`config.mk`:
```
export PLATFORM = sky130hd
export DESIGN_NAME = ibb_ctrl_flat
export DESIGN_NICKNAME = d
export VERILOG_FILES = /design/src/rtl/iterated_box_blur_rgba_assert.svh /design/src/rtl/ibb_pkg.sv /design/src/rtl/ibb_in_if.sv /design/src/rtl/ibb_ctrl.sv /design/src/flat_wrapper.sv
export SDC_FILE = /design/constraint.sdc
export NUM_CORES = 1
export LEC_CHECK = 0
export BUFFER_PORTS_ARGS = -buffer_cell sky130_fd_sc_hd__buf_2
export CORE_AREA = 2 2 179 181
export CTS_CLUSTER_SIZE = 14
export DETAILED_ROUTE_END_ITERATION = 12
export DIE_AREA = 0 0 181 183
export MAX_ROUTING_LAYER = met4
export PLACE_DENSITY_LB_ADDON = 0.3
export SYNTH_ARGS = -nofsm -noshare
export SYNTH_HDL_FRONTEND = slang
export SYNTH_SLANG_ARGS = --single-unit
```
`constraint.sdc`:
```
create_clock -name clk -period 14.9 [get_ports clk]
set_clock_uncertainty 0.05 [all_clocks]
set_input_delay 2.98 -clock clk [delete_from_list [all_inputs] [get_ports clk]]
set_output_delay 2.98 -clock clk [all_outputs]
set_load 0.02 [all_outputs]
```
`src/rtl/iterated_box_blur_rgba_assert.svh`:
```
// Assertion macros for the checks in the top-level blur module.
`ifndef ITERATED_BOX_BLUR_RGBA_ASSERT_SVH
`define ITERATED_BOX_BLUR_RGBA_ASSERT_SVH

// Same-cycle implication, checked outside reset.
`define IBB_ASSERT_IMPLY(lbl, clk, rst_n, ante, cons, msg) \
  lbl: assert property (@(posedge clk) disable iff (!rst_n) (ante) |-> (cons)) \
    else $error(msg);

// Next-cycle implication, checked outside reset.
`define IBB_ASSERT_NEXT(lbl, clk, rst_n, ante, cons, msg) \
  lbl: assert property (@(posedge clk) disable iff (!rst_n) (ante) |=> (cons)) \
    else $error(msg);

`endif

```
`src/rtl/ibb_pkg.sv`:
```
// ----------------------------------------------------------------------------
// ibb_pkg
// Types and constants of the iterated box blur: widths, codes, controller
// states and the command/status bundles between controller and datapath.
// ----------------------------------------------------------------------------
package ibb_pkg;

  localparam int SIZE_W = 9;
  localparam int RAD_W  = 8;
  localparam int BYTE_W = 8;
  localparam int SUM_W  = 17;
  localparam int PROD_W = 18;
  localparam int LANES  = 4;
  localparam int PIX_W  = LANES * BYTE_W;
  localparam int CIDX_W = 2;

  localparam logic [RAD_W-1:0] RADIUS_MAX = 8'd250;

  localparam logic [CIDX_W-1:0] CFG_FRAME_WIDTH  = 2'd0;
  localparam logic [CIDX_W-1:0] CFG_FRAME_HEIGHT = 2'd1;
  localparam logic [CIDX_W-1:0] CFG_BLUR_RADIUS  = 2'd2;

  localparam logic MODE_LOAD  = 1'b0;
  localparam logic MODE_FETCH = 1'b1;

  typedef enum logic [14:0] {
    S_IDLE  = 15'h0001,
    S_FETCH = 15'h0002,
    S_LINE  = 15'h0004,
    S_IADDR = 15'h0008,
    S_IRD   = 15'h0010,
    S_IACC  = 15'h0020,
    S_DIV   = 15'h0040,
    S_DWAIT = 15'h0080,
    S_WR    = 15'h0100,
    S_OADDR = 15'h0200,
    S_ORD   = 15'h0400,
    S_OACC  = 15'h0800,
    S_PADDR = 15'h1000,
    S_PRD   = 15'h2000,
    S_PACC  = 15'h4000
  } state_t;

  typedef struct packed {
    logic clr_sums;
    logic acc_add;
    logic acc_sub;
    logic div_start;
    logic mul_go;
    logic rd_go;
    logic wr_go;
    logic src_pass;
    logic ld_wr;
    logic fetch_rd;
    logic out_load;
    logic out_blank;
    logic out_last;
  } cmd_t;

  typedef struct packed {
    logic div_busy;
    logic out_busy;
  } stat_t;

endpackage

```
`src/rtl/ibb_in_if.sv`:
```
// ----------------------------------------------------------------------------
// ibb_in_if
// Input channel: one load or fetch item with its four pixel byte lanes.
// ----------------------------------------------------------------------------
interface ibb_in_if;
  logic       valid;
  logic       ready;
  logic       mode;
  logic [7:0] lane0;
  logic [7:0] lane1;
  logic [7:0] lane2;
  logic [7:0] lane3;

  modport source (output valid, mode, lane0, lane1, lane2, lane3, input ready);
  modport sink (input valid, mode, lane0, lane1, lane2, lane3, output ready);
endinterface

```
`src/rtl/ibb_ctrl.sv`:
```
// ----------------------------------------------------------------------------
// ibb_ctrl
// Controller: configuration registers, load/readout positions and the
// sequencer that walks rounds, passes, lines and pixels of the blur.
// ----------------------------------------------------------------------------
module ibb_ctrl #(
  parameter int MAX_WIDTH  = 256,
  parameter int MAX_HEIGHT = 256,
  parameter int ROUNDS     = 3,
  parameter int AW         = 16
) (
  input  logic                         clk,
  input  logic                         rst_n,
  ibb_in_if.sink                       in_item,
  input  logic                         cfg_we,
  input  logic [ibb_pkg::CIDX_W-1:0]   cfg_index,
  input  logic [ibb_pkg::SIZE_W-1:0]   cfg_data,
  input  ibb_pkg::stat_t               stat,
  output ibb_pkg::cmd_t                cmd,
  output logic [AW-1:0]                pos_addr,
  output logic [ibb_pkg::SIZE_W-1:0]   mul_major,
  output logic [ibb_pkg::SIZE_W-1:0]   mul_minor,
  output logic [ibb_pkg::SIZE_W-1:0]   mul_w,
  output logic [ibb_pkg::SIZE_W-1:0]   ks
);

  localparam int RW = (ROUNDS > 1) ? $clog2(ROUNDS) : 1;
  localparam int SW = ibb_pkg::SIZE_W;

  ibb_pkg::state_t state_r, state_nxt;

  logic [SW-1:0]             frame_w_r, frame_w_nxt;
  logic [SW-1:0]             frame_h_r, frame_h_nxt;
  logic [ibb_pkg::RAD_W-1:0] radius_r, radius_nxt;
  logic [AW-1:0]             load_pos_r, load_pos_nxt;
  logic [AW-1:0]             read_pos_r, read_pos_nxt;
  logic                      ready_r, ready_nxt;
  logic                      last_r, last_nxt;
  logic                      blank_r, blank_nxt;
  logic                      vert_r, vert_nxt;
  logic [RW-1:0]             round_r, round_nxt;
  logic [SW-1:0]             line_r, line_nxt;
  logic [SW-1:0]             j_r, j_nxt;
  logic [SW-1:0]             x_r, x_nxt;

  logic [ibb_pkg::PROD_W-1:0] total;
  logic                       accept;
  logic                       load_done;
  logic                       fetch_last;
  logic [SW-1:0]              len;
  logic [SW-1:0]              nlines;
  logic [SW-1:0]              rad9;
  logic [SW-1:0]              jr;
  logic [SW-1:0]              cx_init;
  logic [SW-1:0]              ox;
  logic [SW:0]                ixs;
  logic [SW-1:0]              ix;
  logic [SW-1:0]              coord;
  logic [ibb_pkg::RAD_W-1:0]  rad_in;

  assign total      = ibb_pkg::PROD_W'(frame_w_r) * ibb_pkg::PROD_W'(frame_h_r);
  assign accept     = in_item.valid && in_item.ready;
  assign load_done  = (32'(load_pos_r) + 32'd1) >= 32'(total);
  assign fetch_last = (32'(read_pos_r) + 32'd1) >= 32'(total);

  assign len    = vert_r ? frame_h_r : frame_w_r;
  assign nlines = vert_r ? frame_w_r : frame_h_r;
  assign rad9   = SW'(radius_r);

  // Clamped window coordinates: edges repeat the nearest pixel.
  assign jr      = j_r - rad9;
  assign cx_init = (j_r < rad9) ? '0 : ((jr >= len) ? len - 1'b1 : jr);
  assign ox      = (x_r < rad9) ? '0 : x_r - rad9;
  assign ixs     = (SW+1)'(x_r) + (SW+1)'(radius_r) + (SW+1)'(1);
  assign ix      = (ixs >= (SW+1)'(len)) ? len - 1'b1 : ixs[SW-1:0];

  always_comb begin
    case (state_r)
      ibb_pkg::S_IADDR: coord = cx_init;
      ibb_pkg::S_OADDR: coord = ox;
      ibb_pkg::S_PADDR: coord = ix;
      default: coord = x_r;
    endcase
  end

  assign mul_major = vert_r ? coord : line_r;
  assign mul_minor = vert_r ? line_r : coord;
  assign mul_w     = frame_w_r;
  assign ks        = {radius_r, 1'b1};
  assign pos_addr  = (in_item.mode == ibb_pkg::MODE_FETCH) ? read_pos_r : load_pos_r;
  assign in_item.ready = (state_r == ibb_pkg::S_IDLE);

  assign rad_in = cfg_data[ibb_pkg::RAD_W-1:0];

  always_comb begin
    state_nxt    = state_r;
    frame_w_nxt  = frame_w_r;
    frame_h_nxt  = frame_h_r;
    radius_nxt   = radius_r;
    load_pos_nxt = load_pos_r;
    read_pos_nxt = read_pos_r;
    ready_nxt    = ready_r;
    last_nxt     = last_r;
    blank_nxt    = blank_r;
    vert_nxt     = vert_r;
    round_nxt    = round_r;
    line_nxt     = line_r;
    j_nxt        = j_r;
    x_nxt        = x_r;
    cmd          = '0;
    cmd.src_pass  = vert_r;
    cmd.out_blank = blank_r;
    cmd.out_last  = last_r;

    if (cfg_we) begin
      case (cfg_index)
        ibb_pkg::CFG_FRAME_WIDTH: begin
          if (cfg_data == '0) frame_w_nxt = SW'(1);
          else if (32'(cfg_data) > MAX_WIDTH) frame_w_nxt = SW'(MAX_WIDTH);
          else frame_w_nxt = cfg_data;
        end
        ibb_pkg::CFG_FRAME_HEIGHT: begin
          if (cfg_data == '0) frame_h_nxt = SW'(1);
          else if (32'(cfg_data) > MAX_HEIGHT) frame_h_nxt = SW'(MAX_HEIGHT);
          else frame_h_nxt = cfg_data;
        end
        ibb_pkg::CFG_BLUR_RADIUS: begin
          if (rad_in == '0) radius_nxt = ibb_pkg::RAD_W'(1);
          else if (rad_in > ibb_pkg::RADIUS_MAX) radius_nxt = ibb_pkg::RADIUS_MAX;
          else radius_nxt = rad_in;
        end
        default: ;
      endcase
    end

    case (state_r)
      ibb_pkg::S_IDLE: begin
        if (accept) begin
          if (in_item.mode == ibb_pkg::MODE_LOAD) begin
            cmd.ld_wr = 1'b1;
            ready_nxt = 1'b0;
            if (load_done) begin
              load_pos_nxt = '0;
              read_pos_nxt = '0;
              vert_nxt     = 1'b0;
              round_nxt    = '0;
              line_nxt     = '0;
              state_nxt    = ibb_pkg::S_LINE;
            end else begin
              load_pos_nxt = load_pos_r + AW'(1);
            end
          end else begin
            if (ready_r) begin
              cmd.fetch_rd = 1'b1;
              blank_nxt    = 1'b0;
              last_nxt     = fetch_last;
              if (fetch_last) begin
                ready_nxt    = 1'b0;
                read_pos_nxt = '0;
              end else begin
                read_pos_nxt = read_pos_r + AW'(1);
              end
            end else begin
              blank_nxt = 1'b1;
              last_nxt  = 1'b0;
            end
            state_nxt = ibb_pkg::S_FETCH;
          end
        end
      end
      ibb_pkg::S_FETCH: begin
        // hold the result until the output register frees up
        if (!stat.out_busy) begin
          cmd.out_load = 1'b1;
          state_nxt    = ibb_pkg::S_IDLE;
        end
      end
      ibb_pkg::S_LINE: begin
        cmd.clr_sums = 1'b1;
        j_nxt        = '0;
        state_nxt    = ibb_pkg::S_IADDR;
      end
      ibb_pkg::S_IADDR: begin
        cmd.mul_go = 1'b1;
        state_nxt  = ibb_pkg::S_IRD;
      end
      ibb_pkg::S_IRD: begin
        cmd.rd_go = 1'b1;
        state_nxt = ibb_pkg::S_IACC;
      end
      ibb_pkg::S_IACC: begin
        cmd.acc_add = 1'b1;
        if (j_r == {radius_r, 1'b0}) begin
          x_nxt     = '0;
          state_nxt = ibb_pkg::S_DIV;
        end else begin
          j_nxt     = j_r + SW'(1);
          state_nxt = ibb_pkg::S_IADDR;
        end
      end
      ibb_pkg::S_DIV: begin
        cmd.div_start = 1'b1;
        cmd.mul_go    = 1'b1;
        state_nxt     = ibb_pkg::S_DWAIT;
      end
      ibb_pkg::S_DWAIT: begin
        if (!stat.div_busy) state_nxt = ibb_pkg::S_WR;
      end
      ibb_pkg::S_WR: begin
        cmd.wr_go = 1'b1;
        if (x_r == len - 1'b1) begin
          if (line_r == nlines - 1'b1) begin
            line_nxt = '0;
            if (!vert_r) begin
              vert_nxt  = 1'b1;
              state_nxt = ibb_pkg::S_LINE;
            end else begin
              vert_nxt = 1'b0;
              if (round_r == RW'(ROUNDS - 1)) begin
                round_nxt = '0;
                ready_nxt = 1'b1;
                state_nxt = ibb_pkg::S_IDLE;
              end else begin
                round_nxt = round_r + RW'(1);
                state_nxt = ibb_pkg::S_LINE;
              end
            end
          end else begin
            line_nxt  = line_r + SW'(1);
            state_nxt = ibb_pkg::S_LINE;
          end
        end else begin
          state_nxt = ibb_pkg::S_OADDR;
        end
      end
      ibb_pkg::S_OADDR: begin
        cmd.mul_go = 1'b1;
        state_nxt  = ibb_pkg::S_ORD;
      end
      ibb_pkg::S_ORD: begin
        cmd.rd_go = 1'b1;
        state_nxt = ibb_pkg::S_OACC;
      end
      ibb_pkg::S_OACC: begin
        // drop the pixel leaving the window
        cmd.acc_sub = 1'b1;
        state_nxt   = ibb_pkg::S_PADDR;
      end
      ibb_pkg::S_PADDR: begin
        cmd.mul_go = 1'b1;
        state_nxt  = ibb_pkg::S_PRD;
      end
      ibb_pkg::S_PRD: begin
        cmd.rd_go = 1'b1;
        state_nxt = ibb_pkg::S_PACC;
      end
      ibb_pkg::S_PACC: begin
        cmd.acc_add = 1'b1;
        x_nxt       = x_r + SW'(1);
        state_nxt   = ibb_pkg::S_DIV;
      end
      default: state_nxt = ibb_pkg::S_IDLE;
    endcase
  end

  always_ff @(posedge clk) begin
    if (!rst_n) begin
      state_r    <= ibb_pkg::S_IDLE;
      frame_w_r  <= (MAX_WIDTH < 256) ? SW'(MAX_WIDTH) : SW'(256);
      frame_h_r  <= (MAX_HEIGHT < 256) ? SW'(MAX_HEIGHT) : SW'(256);
      radius_r   <= ibb_pkg::RAD_W'(1);
      load_pos_r <= '0;
      read_pos_r <= '0;
      ready_r    <= 1'b0;
      last_r     <= 1'b0;
      blank_r    <= 1'b0;
      vert_r     <= 1'b0;
      round_r    <= '0;
      line_r     <= '0;
      j_r        <= '0;
      x_r        <= '0;
    end else begin
      state_r    <= state_nxt;
      frame_w_r  <= frame_w_nxt;
      frame_h_r  <= frame_h_nxt;
      radius_r   <= radius_nxt;
      load_pos_r <= load_pos_nxt;
      read_pos_r <= read_pos_nxt;
      ready_r    <= ready_nxt;
      last_r     <= last_nxt;
      blank_r    <= blank_nxt;
      vert_r     <= vert_nxt;
      round_r    <= round_nxt;
      line_r     <= line_nxt;
      j_r        <= j_nxt;
      x_r        <= x_nxt;
    end
  end

endmodule

```
`src/flat_wrapper.sv`:
```
// flat-port wrapper written by rule: the top's interface ports become plain ports
module ibb_ctrl_flat 
#(
  parameter int MAX_WIDTH  = 256,
  parameter int MAX_HEIGHT = 256,
  parameter int ROUNDS     = 3,
  parameter int AW         = 16
)
  (clk, rst_n, cfg_we, cfg_index, cfg_data, stat, cmd, pos_addr, mul_major, mul_minor, mul_w, ks, in_item_valid, in_item_mode, in_item_lane0, in_item_lane1, in_item_lane2, in_item_lane3, in_item_ready);
  ibb_in_if in_item_i ();
  input  logic clk;
  input  logic rst_n;
  input  logic cfg_we;
  input  logic [ibb_pkg::CIDX_W-1:0] cfg_index;
  input  logic [ibb_pkg::SIZE_W-1:0] cfg_data;
  input  ibb_pkg::stat_t stat;
  output ibb_pkg::cmd_t cmd;
  output logic [AW-1:0] pos_addr;
  output logic [ibb_pkg::SIZE_W-1:0] mul_major;
  output logic [ibb_pkg::SIZE_W-1:0] mul_minor;
  output logic [ibb_pkg::SIZE_W-1:0] mul_w;
  output logic [ibb_pkg::SIZE_W-1:0] ks;
  input wire logic [$bits(in_item_i.valid)-1:0] in_item_valid;
  input wire logic [$bits(in_item_i.mode)-1:0] in_item_mode;
  input wire logic [$bits(in_item_i.lane0)-1:0] in_item_lane0;
  input wire logic [$bits(in_item_i.lane1)-1:0] in_item_lane1;
  input wire logic [$bits(in_item_i.lane2)-1:0] in_item_lane2;
  input wire logic [$bits(in_item_i.lane3)-1:0] in_item_lane3;
  output wire logic [$bits(in_item_i.ready)-1:0] in_item_ready;
  assign in_item_i.valid = in_item_valid;
  assign in_item_i.mode = in_item_mode;
  assign in_item_i.lane0 = in_item_lane0;
  assign in_item_i.lane1 = in_item_lane1;
  assign in_item_i.lane2 = in_item_lane2;
  assign in_item_i.lane3 = in_item_lane3;
  assign in_item_ready = in_item_i.ready;
  ibb_ctrl #(.MAX_WIDTH(MAX_WIDTH), .MAX_HEIGHT(MAX_HEIGHT), .ROUNDS(ROUNDS), .AW(AW)) u_core (.clk(clk), .rst_n(rst_n), .in_item(in_item_i), .cfg_we(cfg_we), .cfg_index(cfg_index), .cfg_data(cfg_data), .stat(stat), .cmd(cmd), .pos_addr(pos_addr), .mul_major(mul_major), .mul_minor(mul_minor), .mul_w(mul_w), .ks(ks));
endmodule
```
* Yosys cells after proc, flatten, opt, wreduce, memory -nomap -nowiden
Cells that the tools add are included.
Storage, ports and cells: bits of input ports 50, output and inout port bits 66, flip-flop bits (word level) 106
Operators by class: reduce and logical (&&, ||, !) cells 24, multiplexer cells 80, magnitude comparators 8, eq/ne operators 34, multiply operators 1, add/subtract/negate cells 14, bitwise logic cells 1
Operator list (count):
- $pmux W15 S15 | 1
- $mux W9 | 17
- $mux W15 | 8
- $mux W16 | 6
- $ge A32 B18 Y1 | 2
- $pmux W9 S2 | 3
- $add A16 B1 Y17 const B | 2
- $add A16 B1 Y16 const B | 2
- $mux W1 | 28
- $add A9 B1 Y9 const B | 3
- $eq A9 B9 Y1 | 3
- $pmux W9 S3 | 1
- $lt A9 B8 Y1 | 2
- $mul A9 B9 Y18 | 1
- $mux W2 | 9
- $sub A9 B1 Y9 const B | 2
- $sub A9 B8 Y9 | 2
- $mux W8 | 2
- $eq A15 B1 Y1 const B | 1
- $eq A15 B10 Y1 const B | 1
- $eq A15 B11 Y1 const B | 1
- $eq A15 B12 Y1 const B | 1
- $eq A15 B13 Y1 const B | 1
- $eq A15 B14 Y1 const B | 1
- other kinds (40) | 62

* Logic depth before layout (Yosys ltp)
word-level depth 7, gate-level depth with buffers 29, mapped depth without buffers 27

* Worst setup path before layout
No wires, ideal clock.
path type register -> output, start point reg u_core.radius_r[2] in the netlist's numbering, end point out mul_minor[4] in the netlist's numbering, stages on the path, launching flop included 20, arrival time 4.397 ns, path slack 7.473 ns, required time 11.870 ns, cell sequence dfxtp_1 inv_1 ha_1 clkbuf_1 o21bai_1 a21oi_1 nor2_1 o21a_1 nor2_1 xnor2_1 ha_1 and3_1 a2111o_1 a31oi_1 o21ai_0 or2_2 buf_2 mux2_2 a22oi_1 a221oi_1
Between the ends: longest elaborated chain between the ends 6, elaborated cells on any way between the ends 14, those cells by class add/sub (4); order compare (4); mux (6)
RTL lines:
- start: declaration | RTL line ibb_ctrl.sv:34 | logic [ibb_pkg::RAD_W-1:0] radius_r, radius_nxt;
- start signal: assignment | RTL line ibb_ctrl.sv:271 | radius_r <= ibb_pkg::RAD_W'(1);
- start signal: assignment | RTL line ibb_ctrl.sv:286 | radius_r <= radius_nxt;
- $add A9 B8 Y10 / $sub A9 B8 Y9 (equally long branches) | RTL line ibb_ctrl.sv:74, ibb_ctrl.sv:71
- $add A10 B1 Y10 / $ge A9 B9 Y1 (equally long branches) | RTL line ibb_ctrl.sv:74, ibb_ctrl.sv:72
- $ge A10 B9 Y1 / $mux W9 (equally long branches) | RTL line ibb_ctrl.sv:75, ibb_ctrl.sv:72
- $mux W9 (on tied branches) | RTL line ibb_ctrl.sv:75, ibb_ctrl.sv:72
- $pmux W9 S3 * | RTL line ibb_ctrl.sv:78 | case (state_r)
- $mux W9 * | RTL line ibb_ctrl.sv:87 | assign mul_minor = vert_r ? line_r : coord;
- end: declaration | RTL line flat_wrapper.sv:20 | output logic [ibb_pkg::SIZE_W-1:0] mul_minor;
Mark *: on every way between the ends. The rest lies on a longest branch, timed or not.

* Worst setup path in the final report
start point reg u_core.x_r[1], end point out mul_major[8] in the netlist's numbering
Between the ends: longest elaborated chain between the ends 6, elaborated cells on any way between the ends 9, those cells by class add/sub (3); order compare (2); mux (4)
RTL lines:
- start: declaration | RTL line ibb_ctrl.sv:44 | logic [SW-1:0] x_r, x_nxt;
- start signal: assignment | RTL line ibb_ctrl.sv:296 | x_r <= x_nxt;
- $add A9 B8 Y10 | RTL line ibb_ctrl.sv:74 | assign ixs = (SW+1)'(x_r) + (SW+1)'(radius_r) + (SW+1)'(1);
- $add A10 B1 Y10 | RTL line ibb_ctrl.sv:74
- $ge A10 B9 Y1 | RTL line ibb_ctrl.sv:75 | assign ix = (ixs >= (SW+1)'(len)) ? len - 1'b1 : ixs[SW-1:0];
- $mux W9 | RTL line ibb_ctrl.sv:75
- $pmux W9 S3 * | RTL line ibb_ctrl.sv:78
- $mux W9 * | RTL line ibb_ctrl.sv:86 | assign mul_major = vert_r ? coord : line_r;
- end: declaration | RTL line flat_wrapper.sv:19 | output logic [ibb_pkg::SIZE_W-1:0] mul_major;
Marks and branches as above.

==> impl_metrics.tcl <==
set metrics [dict create \
    status "completed" \
    finalHoldViolCount 0 \
    multi_input_comb_area_mm2 0.00929 \
    pre_cts_ws_ns 6.84 \
    post_cts_buffers 0 \
    synth.area.top_cells "dfxtp_1 17%, ha_1 12%, fa_1 8.6%" \
    first_iter_violations 741 \
    instances_no_fill 1966 \
    p_leak_nw 6.02 \
    swShare 0.309 \
    syn-cell-area_mm2 0.0123 \
    p_per_area_mw_per_mm2 51.8 \
    comb_power_share 0.194 \
    period_minus_slack_ns 8.53 \
    drt_wl_total_um 34000 \
    post-route-util 0.423 \
    required_ns 11.87 \
    grt_max_degree 85 \
    grt_pass1_vias 10200 \
    slew_viol_final 0 \
    clock_path_buffers 2 \
    clkPwrFrac 0.373 \
    netlist.area_leader.share 0.173 \
    min_path_type "flop to flop" \
    cap_violations 0 \
    regArea_mm2 0.00212 \
    postSynthCellCount 1530 \
    grt_usage 0.212 \
    firstDrtPassIters 5 \
    nNetsFinal 1782 \
    fill_cells 3186 \
    r2r_start "u_core.mul_w[4]" \
    drc_errors 0 \
    synthFlopType "dfxtp_1" \
    die_h_um 183 \
    core_area_mm2 0.0312 \
    ctsResizeCount 0 \
    antenna_cells 0 \
    pin_count 116 \
    synth_edf_count 0 \
    seqPwrFrac 0.433 \
    maxSlewHeadroom 0.211 \
    min_from "u_core.round_r[0]" \
    critPathKind "flop to output port" \
    root_buffer "clkbuf_16" \
    dp_hpwl_um 26500 \
    p_sw_w 0.000212 \
    cts.sinks 106 \
    setup.worst_path.start "u_core.x_r[1]" \
    hold_buffers 0 \
    syn_nets 1752 \
    ys_warn_count 0 \
    end_kind "output port" \
    start_kind "flop" \
    synth-seq-cells 106 \
    dp.cells 1951 \
    period_share 0.572 \
    yosysSeqAreaShare 0.173 \
    synth_cell_types 92 \
    setup_tns_ns 0 \
    gp_congestion 0.946 \
    cts_tree "done" \
    cts_inserted_buffers 9 \
    drive_above_1_share 0.109 \
    syn_to_final_growth_pct 7.74 \
    htreeDepth 3 \
    fp-row-count 65 \
    antenna_found_initial 0 \
    clk_latency_ns 0.38 \
    rsz0062_at_grt "no" \
    ir_drop_uv 46.0 \
    crit_fanout 8 \
    critPathArrivalTime_ns 5.50 \
    max_freq_mhz 117 \
    die_x_um 181 \
    yosys.area.top_type "dfxtp_1" \
    p_int_w 0.000473 \
    synth.most_common_cell "nand2_1" \
    wl_per_cell_um 17.3 \
    die-area_mm2 0.0331 \
    clkTransAtPathRegs_ns 0.08 \
    vias_per_cell 5.52 \
    synth_top_cells_by_count "161 x nand2_1, 149 x inv_1, 119 x ha_1, 106 x dfxtp_1, 80 x nor2_1" \
    finalSetupViolCount 0 \
    async_flop_share 0 \
    ant_nets 0 \
    overflow 0 \
    layout_setup_ws_ns 6.37 \
    grt_pass1_wl_um 55200 \
    tightestPinTransition_ns 1.17 \
    io_buffers 82 \
    start_util 0.393 \
    syn_avg_cell_area_um2 8.02 \
    vias 10900 \
]
## layout make-up
type,count,area share
clock inverters,5,0.00473
multi-input cells,1207,0.702
repair buffers,87,0.0339
well taps,402,0.0380
clock buffers,10,0.0181
flip-flops and latches,106,0.161
inverters,149,0.0423
## through the flow
step | hold WS (ns) | instance area, µm² | total power (W)
global placement | 0.408 | 12900 | 0.000432
global route | 0.476 | 13200 | 0.000713
CTS | 0.435 | 13200 | 0.000686
floorplan | 0.396 | 12300 | 0.000397
finish | 0.449 | 13200 | 0.000684
detailed placement | 0.417 | 12900 | 0.000434
## cells in the final DEF, fill, tap and decap left out, drive strengths merged, types with 11 or more instances in the layout
master and n:
nand2 161, inv 150, ha 119, dfxtp 106, buf 87, nor2 81, a21oi 71, and2 65
o21ai 55, fa 53, nand3 47, xnor2 44, xor2 43, a21boi 39, nor3 37, nor2b 35
mux2 27, mux2i 25, and3 23, nand4 22, nand2b 21, a21o 20, nor3b 18, or3 14
nand3b 12, o21a 11, a31oi 11, a22o 11
## layer usage
layer | share of wire | global-route usage | wire [µm] | up-vias
met4 | 0.017 | 0.0533 | 590 | 0
met5 | 0 | - | 0 | -
li1 | - | - | - | 5360
met1 | 0.47 | 0.277 | 16100 | 5259
met2 | 0.48 | 0.351 | 16300 | 204
met3 | 0.030 | 0.0236 | 1020 | 32
## worst max-delay path, cell delays in order, from the launching register on
cell and delay, ns:
dfxtp_1 0.63, inv_1 0.21, fa_1 0.46, o21bai_1 0.20, a21oi_1 0.14, nor2_1 0.11
o21a_1 0.14, nor2_1 0.06, xnor2_1 0.29, ha_1 0.30, and3_1 0.20, a2111o_1 0.40
a31oi_1 0.15, o21ai_0 0.27, or2_2 0.48, mux2_2 0.31, a221oi_1 0.44, a21oi_1 0.13
buf_2 0.20
## flip-flops by register name, summed over array words and instances, names as in the netlist
name,flops
u_core.vert_r,1
u_core.load_pos_r,16
u_core.last_r,1
u_core.frame_h_r,9
u_core.radius_r,8
u_core.x_r,9
u_core.blank_r,1
u_core.ready_r,1
u_core.state_r,15
u_core.line_r,9
u_core.mul_w,9
u_core.round_r,2
u_core.read_pos_r,16
u_core.j_r,9
## final timing paths
| kind | slack [ns] | depth (start not counted) | endpoint |
|---|---|---|---|
| setup / recovery | 6.37 | 18 | mul_major[8] |
| hold / removal | 0.45 | 2 | u_core.round_r[1] |
| hold reg to reg | 0.45 | 2 | u_core.round_r[1] |
| setup reg to reg | 6.78 | 22 | u_core.line_r[5] |
## power groups by stage
| stage | clock [W] | sequential, W | combinational [W] |
|---|---|---|---|
| global route | 0.000269 | 0.000297 | 0.000147 |
| finish | 0.000256 | 0.000296 | 0.000133 |
| detailed placement | 0 | 0.000303 | 0.000131 |
| global placement | 0 | 0.000303 | 0.000130 |
| floorplan | 0 | 0.000299 | 0.0000984 |
| CTS | 0.000258 | 0.000296 | 0.000132 |
## logic make-up after synthesis
family | share of synthesized area
buffers and inverters | 0.0703
and+or+nand+nor | 0.255
AOI/OAI and AO/OA | 0.173
DFF | 0.173
xor gates and xnor gates | 0.0719
muxes | 0.0475
other | 0.000306
adders and majority gates | 0.209
(Power assumes the default switching activity.)
